$ cat src/rtl/core/ppi_pkg.sv
// Shared types and constants for the point-in-polygon block.
package ppi_pkg;

  // Fixed field widths of the stream and register interfaces
  localparam int IDX_W       = 6;
  localparam int FIELD_W     = 32;
  localparam int CNT_W       = 7;
  localparam int IN_TDATA_W  = 72;
  localparam int OUT_TDATA_W = 8;
  localparam int CFG_ADDR_W  = 3;
  localparam int CFG_DATA_W  = 32;

  // tdata bit positions of the input transaction
  localparam int IDX_LSB = 0;
  localparam int X_LSB   = IDX_LSB + IDX_W;
  localparam int Y_LSB   = X_LSB + FIELD_W;

  // Operation codes carried in tuser
  localparam logic OP_STORE = 1'b0;
  localparam logic OP_TEST  = 1'b1;

  // Register index (word address bit)
  localparam logic REG_CORNER_COUNT = 1'b0;

  // Handshake between the edge walker and the product comparator
  typedef struct packed {
    logic start;
    logic neg_p;
    logic neg_q;
  } ppi_mreq_t;

  typedef struct packed {
    logic done;
    logic less;
  } ppi_mrsp_t;

endpackage

$ cat src/rtl/core/ppi_mulcmp.sv
// Multi-cycle exact comparator of two signed products given as magnitudes and signs.
module ppi_mulcmp
  import ppi_pkg::*;
#(
  parameter int DW = 33
) (
  input  logic            clk,
  input  logic            rst_n,
  input  ppi_mreq_t       req,
  input  logic [DW-1:0]   ma,
  input  logic [DW-1:0]   mb,
  input  logic [DW-1:0]   mc,
  input  logic [DW-1:0]   md,
  output ppi_mrsp_t       rsp
);

  localparam int H  = (DW + 1) / 2;
  localparam int PW = 2 * DW;

  typedef enum logic [1:0] {
    M_IDLE,
    M_MUL,
    M_TAIL,
    M_CMP
  } mstate_t;

  mstate_t         state_r;
  logic [1:0]      k_r;
  logic [1:0]      ppk_r;
  logic            pp_vld_r;
  logic            done_r;
  logic            less_r;
  logic            neg_p_r;
  logic            neg_q_r;
  logic [DW-1:0]   ma_r, mb_r, mc_r, md_r;
  logic [2*H-1:0]  pp1_r, pp2_r;
  logic [PW-1:0]   acc1_r, acc2_r;

  logic [H-1:0]    op_a, op_b, op_c, op_d;
  logic [2*H-1:0]  prod1, prod2;
  logic [PW-1:0]   add1, add2;
  logic            less_now;

  // halves: k[1] picks the half of the left factor, k[0] of the right one
  always_comb begin
    op_a  = k_r[1] ? H'(ma_r >> H) : H'(ma_r);
    op_b  = k_r[0] ? H'(mb_r >> H) : H'(mb_r);
    op_c  = k_r[1] ? H'(mc_r >> H) : H'(mc_r);
    op_d  = k_r[0] ? H'(md_r >> H) : H'(md_r);
    prod1 = op_a * op_b;
    prod2 = op_c * op_d;
  end

  always_comb begin
    case (ppk_r)
      2'b00: begin
        add1 = PW'(pp1_r);
        add2 = PW'(pp2_r);
      end
      2'b11: begin
        add1 = PW'(pp1_r) << (2 * H);
        add2 = PW'(pp2_r) << (2 * H);
      end
      default: begin
        add1 = PW'(pp1_r) << H;
        add2 = PW'(pp2_r) << H;
      end
    endcase
  end

  // sign-magnitude compare of P and Q
  always_comb begin
    case ({neg_p_r, neg_q_r})
      2'b10:   less_now = 1'b1;
      2'b01:   less_now = 1'b0;
      2'b11:   less_now = acc1_r > acc2_r;
      default: less_now = acc1_r < acc2_r;
    endcase
  end

  always_ff @(posedge clk) begin
    if (!rst_n) begin
      state_r  <= M_IDLE;
      k_r      <= 2'd0;
      ppk_r    <= 2'd0;
      pp_vld_r <= 1'b0;
      done_r   <= 1'b0;
      less_r   <= 1'b0;
    end else begin
      unique case (state_r)
        M_IDLE: begin
          done_r <= 1'b0;
          if (req.start) begin
            k_r      <= 2'd0;
            pp_vld_r <= 1'b0;
            state_r  <= M_MUL;
          end
        end
        M_MUL: begin
          ppk_r    <= k_r;
          pp_vld_r <= 1'b1;
          k_r      <= k_r + 2'd1;
          if (k_r == 2'd3) begin
            state_r <= M_TAIL;
          end
        end
        M_TAIL: begin
          pp_vld_r <= 1'b0;
          state_r  <= M_CMP;
        end
        M_CMP: begin
          done_r  <= 1'b1;
          less_r  <= less_now;
          state_r <= M_IDLE;
        end
        default: state_r <= M_IDLE;
      endcase
    end
  end

  // operands, partial products and accumulators
  always_ff @(posedge clk) begin
    if (state_r == M_IDLE && req.start) begin
      ma_r    <= ma;
      mb_r    <= mb;
      mc_r    <= mc;
      md_r    <= md;
      neg_p_r <= req.neg_p;
      neg_q_r <= req.neg_q;
      acc1_r  <= '0;
      acc2_r  <= '0;
    end else if (pp_vld_r) begin
      acc1_r <= acc1_r + add1;
      acc2_r <= acc2_r + add2;
    end
    if (state_r == M_MUL) begin
      pp1_r <= prod1;
      pp2_r <= prod2;
    end
  end

  assign rsp.done = done_r;
  assign rsp.less = less_r;

endmodule

$ cat config.mk
export PLATFORM = sky130hd
export DESIGN_NAME = ppi_mulcmp
export DESIGN_NICKNAME = d
export VERILOG_FILES = /design/src/rtl/core/ppi_pkg.sv /design/src/rtl/core/ppi_mulcmp.sv
export SDC_FILE = /design/constraint.sdc
export NUM_CORES = 2
export LEC_CHECK = 0
export ABC_AREA = 1
export BUFFER_PORTS_ARGS = -buffer_cell sky130_fd_sc_hd__buf_2
export CAP_MARGIN = 10
export CORE_MARGIN = 3
export CORE_UTILIZATION = 40
export DETAILED_ROUTE_END_ITERATION = 16
export SLEW_MARGIN = 20
export SYNTH_ARGS = -nofsm -noshare
export SYNTH_HDL_FRONTEND = slang
export SYNTH_SLANG_ARGS = --single-unit
$ cat constraint.sdc
create_clock -name clk -period 18.7 [get_ports clk]
set_input_delay 0 -clock clk [delete_from_list [all_inputs] [get_ports clk]]
set_output_delay 0 -clock clk [all_outputs]
set_load 0.01 [all_outputs]
### Yosys cells after proc, flatten, opt, wreduce, memory -nomap -nowiden

Cells that the tools add are included.

* add/sub/neg operators: 3
* $mul: 2
* magnitude comparators: 2
* equal/unequal tests: 10
* multiplexer cells: 15
* reduce and logical (&&, ||, !) cells: 9

Operators by type and width (count)
* 66-bit case mux with 2 select lines: 2
* 66-bit adder: 2
* 17-bit by 17-bit multiplier with 34-bit output: 2
* 17-bit 2-to-1 mux: 4
* 66-bit > comparator: 1
* 66-bit less-than comparator: 1
* 2-bit == test (second input constant): 6
* 2-bit case mux with 4 select lines: 1
* 2-bit 2-to-1 mux: 3
* 1-bit case mux with 3 select lines: 2
* 2-bit AND reduction: 3
* 2-bit by 1-bit == test with 1-bit output (second input constant): 2
* 2-bit zero test: 2
* 2-bit != test (second input constant): 2
* 2-bit case mux with 2 select lines: 1
* 2-bit nonzero test: 2
* 3-bit nonzero test: 1
* 2-bit by 1-bit adder with 2-bit output (second input constant): 1
* 1-bit case mux with 2 select lines: 1
* 1-bit logical AND: 1
* 1-bit 2-to-1 mux: 1

* register bits: 343
* input port bits: 137
* output and inout port bits: 2

### Depth between registers and ports, before layout

* depth after elaboration: 3
* gate-level depth with buffers: 34
* gate-level depth less buffers: 31

### Worst setup path before layout

Ideal clock, no wire load.

* path kind: register -> register
* from: reg k_r[0]
* to: reg pp1_r[33], data pin
* setup time: 0.264 ns
* arrival time: 5.834 ns
* required time: 18.436 ns
* slack: 12.603 ns
* cell stages (with the launch flop): 25
* buffers on the path: 3
* period minus slack after synthesis: 6.097 ns
* cell sequence: dfxtp_1 -> buf_2 -> inv_2 -> clkbuf_1 -> or2_2 -> o21ai_1 -> buf_2 -> nor2_1 -> fa_1 -> inv_1 -> fa_1 -> fa_1 -> inv_1 -> fa_1 -> fa_1 -> inv_1 -> fa_1 -> inv_1 -> ha_1 -> nand2_1 -> nor4_1 -> nand2_1 -> o211ai_1 -> a31oi_1 -> xor2_1

* cells in the longest elaborated chain, start to end: 2

RTL lines
* start, declared: line ppi_mulcmp.sv:28 `logic [1:0] k_r;`
* start signal, assigned: line ppi_mulcmp.sv:102 `k_r <= k_r + 2'd1;`
* 17-bit 2-to-1 mux: line ppi_mulcmp.sv:47 `op_b = k_r[0] ? H'(mb_r >> H) : H'(mb_r);`
* 17-bit by 17-bit multiplier with 34-bit output: line ppi_mulcmp.sv:50 `prod1 = op_a * op_b;`
* named net prod1[33]: line ppi_mulcmp.sv:40 `logic [2*H-1:0] prod1, prod2;`
* end signal, assigned: line ppi_mulcmp.sv:137 `pp1_r <= prod1;`
* end, declared: line ppi_mulcmp.sv:36 `logic [2*H-1:0] pp1_r, pp2_r;`

The timed path passes the listed nets, and every way through them passes these cells.
A chain may end at the register's enable or synchronous reset.

### Final worst setup path

* from: reg k_r[1]
* to: reg pp2_r[26], data pin

* cells in the longest elaborated chain, start to end: 2

RTL lines
* 17-bit 2-to-1 mux: line ppi_mulcmp.sv:48 `op_c = k_r[1] ? H'(mc_r >> H) : H'(mc_r);`
* 17-bit by 17-bit multiplier with 34-bit output: line ppi_mulcmp.sv:51 `prod2 = op_c * op_d;`
* named net prod2[26]: line ppi_mulcmp.sv:40
* end signal, assigned: line ppi_mulcmp.sv:138 `pp2_r <= prod2;`
* end, declared: line ppi_mulcmp.sv:36

The timed path passes the listed nets, and every way through them passes these cells.

==> results.sh <==
export IMPL_status="finished clean"
export IMPL_dpl_instance_area_um2=46600
export IMPL_synth_nets=7004
export IMPL_antenna_left=0
export IMPL_rows=121
export IMPL_netlist_instances=5997
export IMPL_ys_ff_latch=343
export IMPL_place_inst=7529
export IMPL_core_area_um2=109000
export IMPL_worstPathArrival_ps=7980
export IMPL_grt_pass1_vias=39602
export IMPL_cts_tree="yes"
export IMPL_syn_area_per_cell_um2=7.38
export IMPL_fin_crit_sh_pct=40.7
export IMPL_portBuffers=138
export IMPL_dr_pass1_iters=8
export IMPL_cap_violations=0
export IMPL_multi_input_area_um2=29700
export IMPL_root_buffer="clkbuf_16"
export IMPL_report_final_slew_viol_count=0
export IMPL_relSlewSlack_pct=25.9
export IMPL_ys_seq_area_share_pct=20.1
export IMPL_finalSetupViolCount=0
export IMPL_htreeDepth=2
export IMPL_grt_pass1_wl_um=239000
export IMPL_drc=0
export IMPL_yosys_cell_count_top_type="inv_1"
export IMPL_synth_common_cells="inv_1, nand2_1, nor2_1"
export IMPL_detailed_place_hpwl_um=128000
export IMPL_cp_start_kind="flop"
export IMPL_hold_viol=0
export IMPL_gr_total_overflow=0
export IMPL_io_pins=139
export IMPL_synth_ff_type="edfxtp_1"
export IMPL_layout_nets=7241
export IMPL_crit_path_cell_trace="inv_2, or2_2, o21ai_0, inv_1, nand2_1, fa_1, fa_1, fa_1, inv_1, fa_1, fa_1, inv_1, fa_1, inv_1, ha_1, a21oi_1, o21ai_0, o21bai_2, a21boi_1, o21ai_1, nand2_1, nand2_1, nand2_1, nand2_1"
export IMPL_vias=39559
export IMPL_vias_per_cell=5.11
export IMPL_yosysUniqueCellTypes=53
export IMPL_skew_ps=27.4
export IMPL_die_height_um=339
export IMPL_globalplace_congestion=0.989
export IMPL_cts_inserted_buffers=42
export IMPL_cts_path_max_buffers=3
export IMPL_critical_path_buf_inv_count=5
export IMPL_cp_num_cells=24
export IMPL_worst_pin_slew_ps=1110
export IMPL_cpMostUsedCell="fa_1"
export IMPL_synthesis_area_um2=44300
export IMPL_cp_data_required_time_ps=19070
export IMPL_drive_above_1_share_pct=8.04
export IMPL_min_period_ps=7600
export IMPL_whs_path_depth=2
export IMPL_synth_edf_count=202
export IMPL_hold_path_class="input port to flop"
export IMPL_synth_area_leaders="fa_1, edfxtp_1, ha_1, inv_1, nand2_1"
export IMPL_grt_setup_unrepaired="no"
export IMPL_critPathKind="flop to flop"
export IMPL_setup_slack_ps=11100
export IMPL_regArea_um2=8890
export IMPL_wire_per_inst_um=20.4
export IMPL_ys_warn_count=0
export IMPL_clkSlewWorstSetupHoldPaths_ps=60
export IMPL_cp_slowest_stage_delay_ps=910
export IMPL_synth_top_area_cell="fa_1"
export IMPL_async_reset_ff_share_pct=0
export IMPL_slowest_stage="dfxtp_2"
export IMPL_drt_iter0_drc=3303
export IMPL_clkLatencyLatePin_ps=630
export IMPL_die_w_um=339
export IMPL_stdcell_count=7746
export IMPL_dieArea_um2=115000
export IMPL_synth_top_cell_area_share_pct=20.4
export IMPL_antenna_found_initial=2
export IMPL_rrSetupSlack_ps=11100
export IMPL_clock_sinks=343
export IMPL_cp_top_family="adder cells"
export IMPL_num_fill_cells=11231
export IMPL_syn_to_final_growth_pct=11.7
export IMPL_crit_path_end_kind="flop"
export IMPL_grt_usage_pct=27.1
export IMPL_wirelength_um=158000
export IMPL_grt_start_max_net_pins=116
export IMPL_fmaxAchievable_ghz=0.132
export IMPL_cp_max_fo=35
export IMPL_tns_ps=0
export IMPL_r2r_cells=24
export IMPL_start_util_pct=40.5
export IMPL_final_cell_area_um2=49400
export IMPL_dp_slack_ps=11140
## sequential cells by signal, summed over array words and instances (netlist names), 33 cells and up
signal,flops
md_r,33
pp2_r,34
mb_r,33
ma_r,33
pp1_r,34
acc2_r,66
mc_r,33
acc1_r,66
## cells by family after synthesis
| kind of cell | Yosys count | synth area share (%) |
|---|---|---|
| compound gates | 820 | 10.6 |
| xor+xnor | 112 | 2.22 |
| fa+ha+maj | 870 | 32.2 |
| buf+inv | 1497 | 12.8 |
| flops | 343 | 20.1 |
| simple gates | 2355 | 22.1 |
## cell usage in the layout, fill, tap and decap left out, types with 14 or more instances in the layout
master and count:
or2_2 59, o22ai_1 68, nor2_2 40, nand2_2 29, inv_1 1322, inv_2 49, nand3_2 14, nand3_1 187
fa_1 450, buf_4 37, ha_1 419, o21ai_1 37, dfxtp_1 138, a21oi_1 337, edfxtp_1 202, o21ai_2 42
o21ai_0 207, nor3_1 41, nand2_1 1151, nor2_1 766, o21a_1 14, dlygate4sd3_1 137, clkbuf_16 44, a21o_1 27
xor2_1 77, nand4_1 28, xnor2_1 35, o21bai_1 32, buf_2 138
## area by class of cell
type | instances | area share, %
Multi-Input combinational cell | 4157 | 60.1
Sequential cell | 343 | 18.0
Inverter | 1378 | 10.5
Timing Repair Buffer | 312 | 4.73
Tap cell | 1476 | 3.74
Clock buffer | 59 | 2.44
Clock inverter | 19 | 0.468
Antenna cell | 2 | 0.0101
## layer usage
layer | GRT usage [%] | vias up | wire length (um)
li1 | - | 19030 | -
met1 | 36.5 | 18807 | 68200
met2 | 45.2 | 1461 | 72700
met3 | 3.60 | 259 | 11500
met4 | 8.75 | 2 | 5580
met5 | 0 | - | 9
## repair_timing
item	4_1_cts	5_1_grt
hold buffers	137	0
gates resized for setup	0	0
buffers inserted	0	0
endpoints found under the hold margin	143	0
## stage by stage
stage                     hold WS, ps  utilization [%]
final                            85.4             45.2
after global routing             85.3             45.2
after CTS                        51.3             45.2
after detailed placement          178             42.6
after global placement            176             42.6
after floorplan                  98.9                -
## worst paths after layout
kind / start / end
worst max-delay path: k_r[1] / pp2_r[26]
worst min-delay path: mc[19] / mc_r[19]
worst max register to register: k_r[1] / pp2_r[26]
worst min register to register: acc2_r[65] / acc2_r[65]
Power is left out: the tool's default activity adds up to more than one toggle a clock period on the data nets, which glitch-free logic cannot reach.
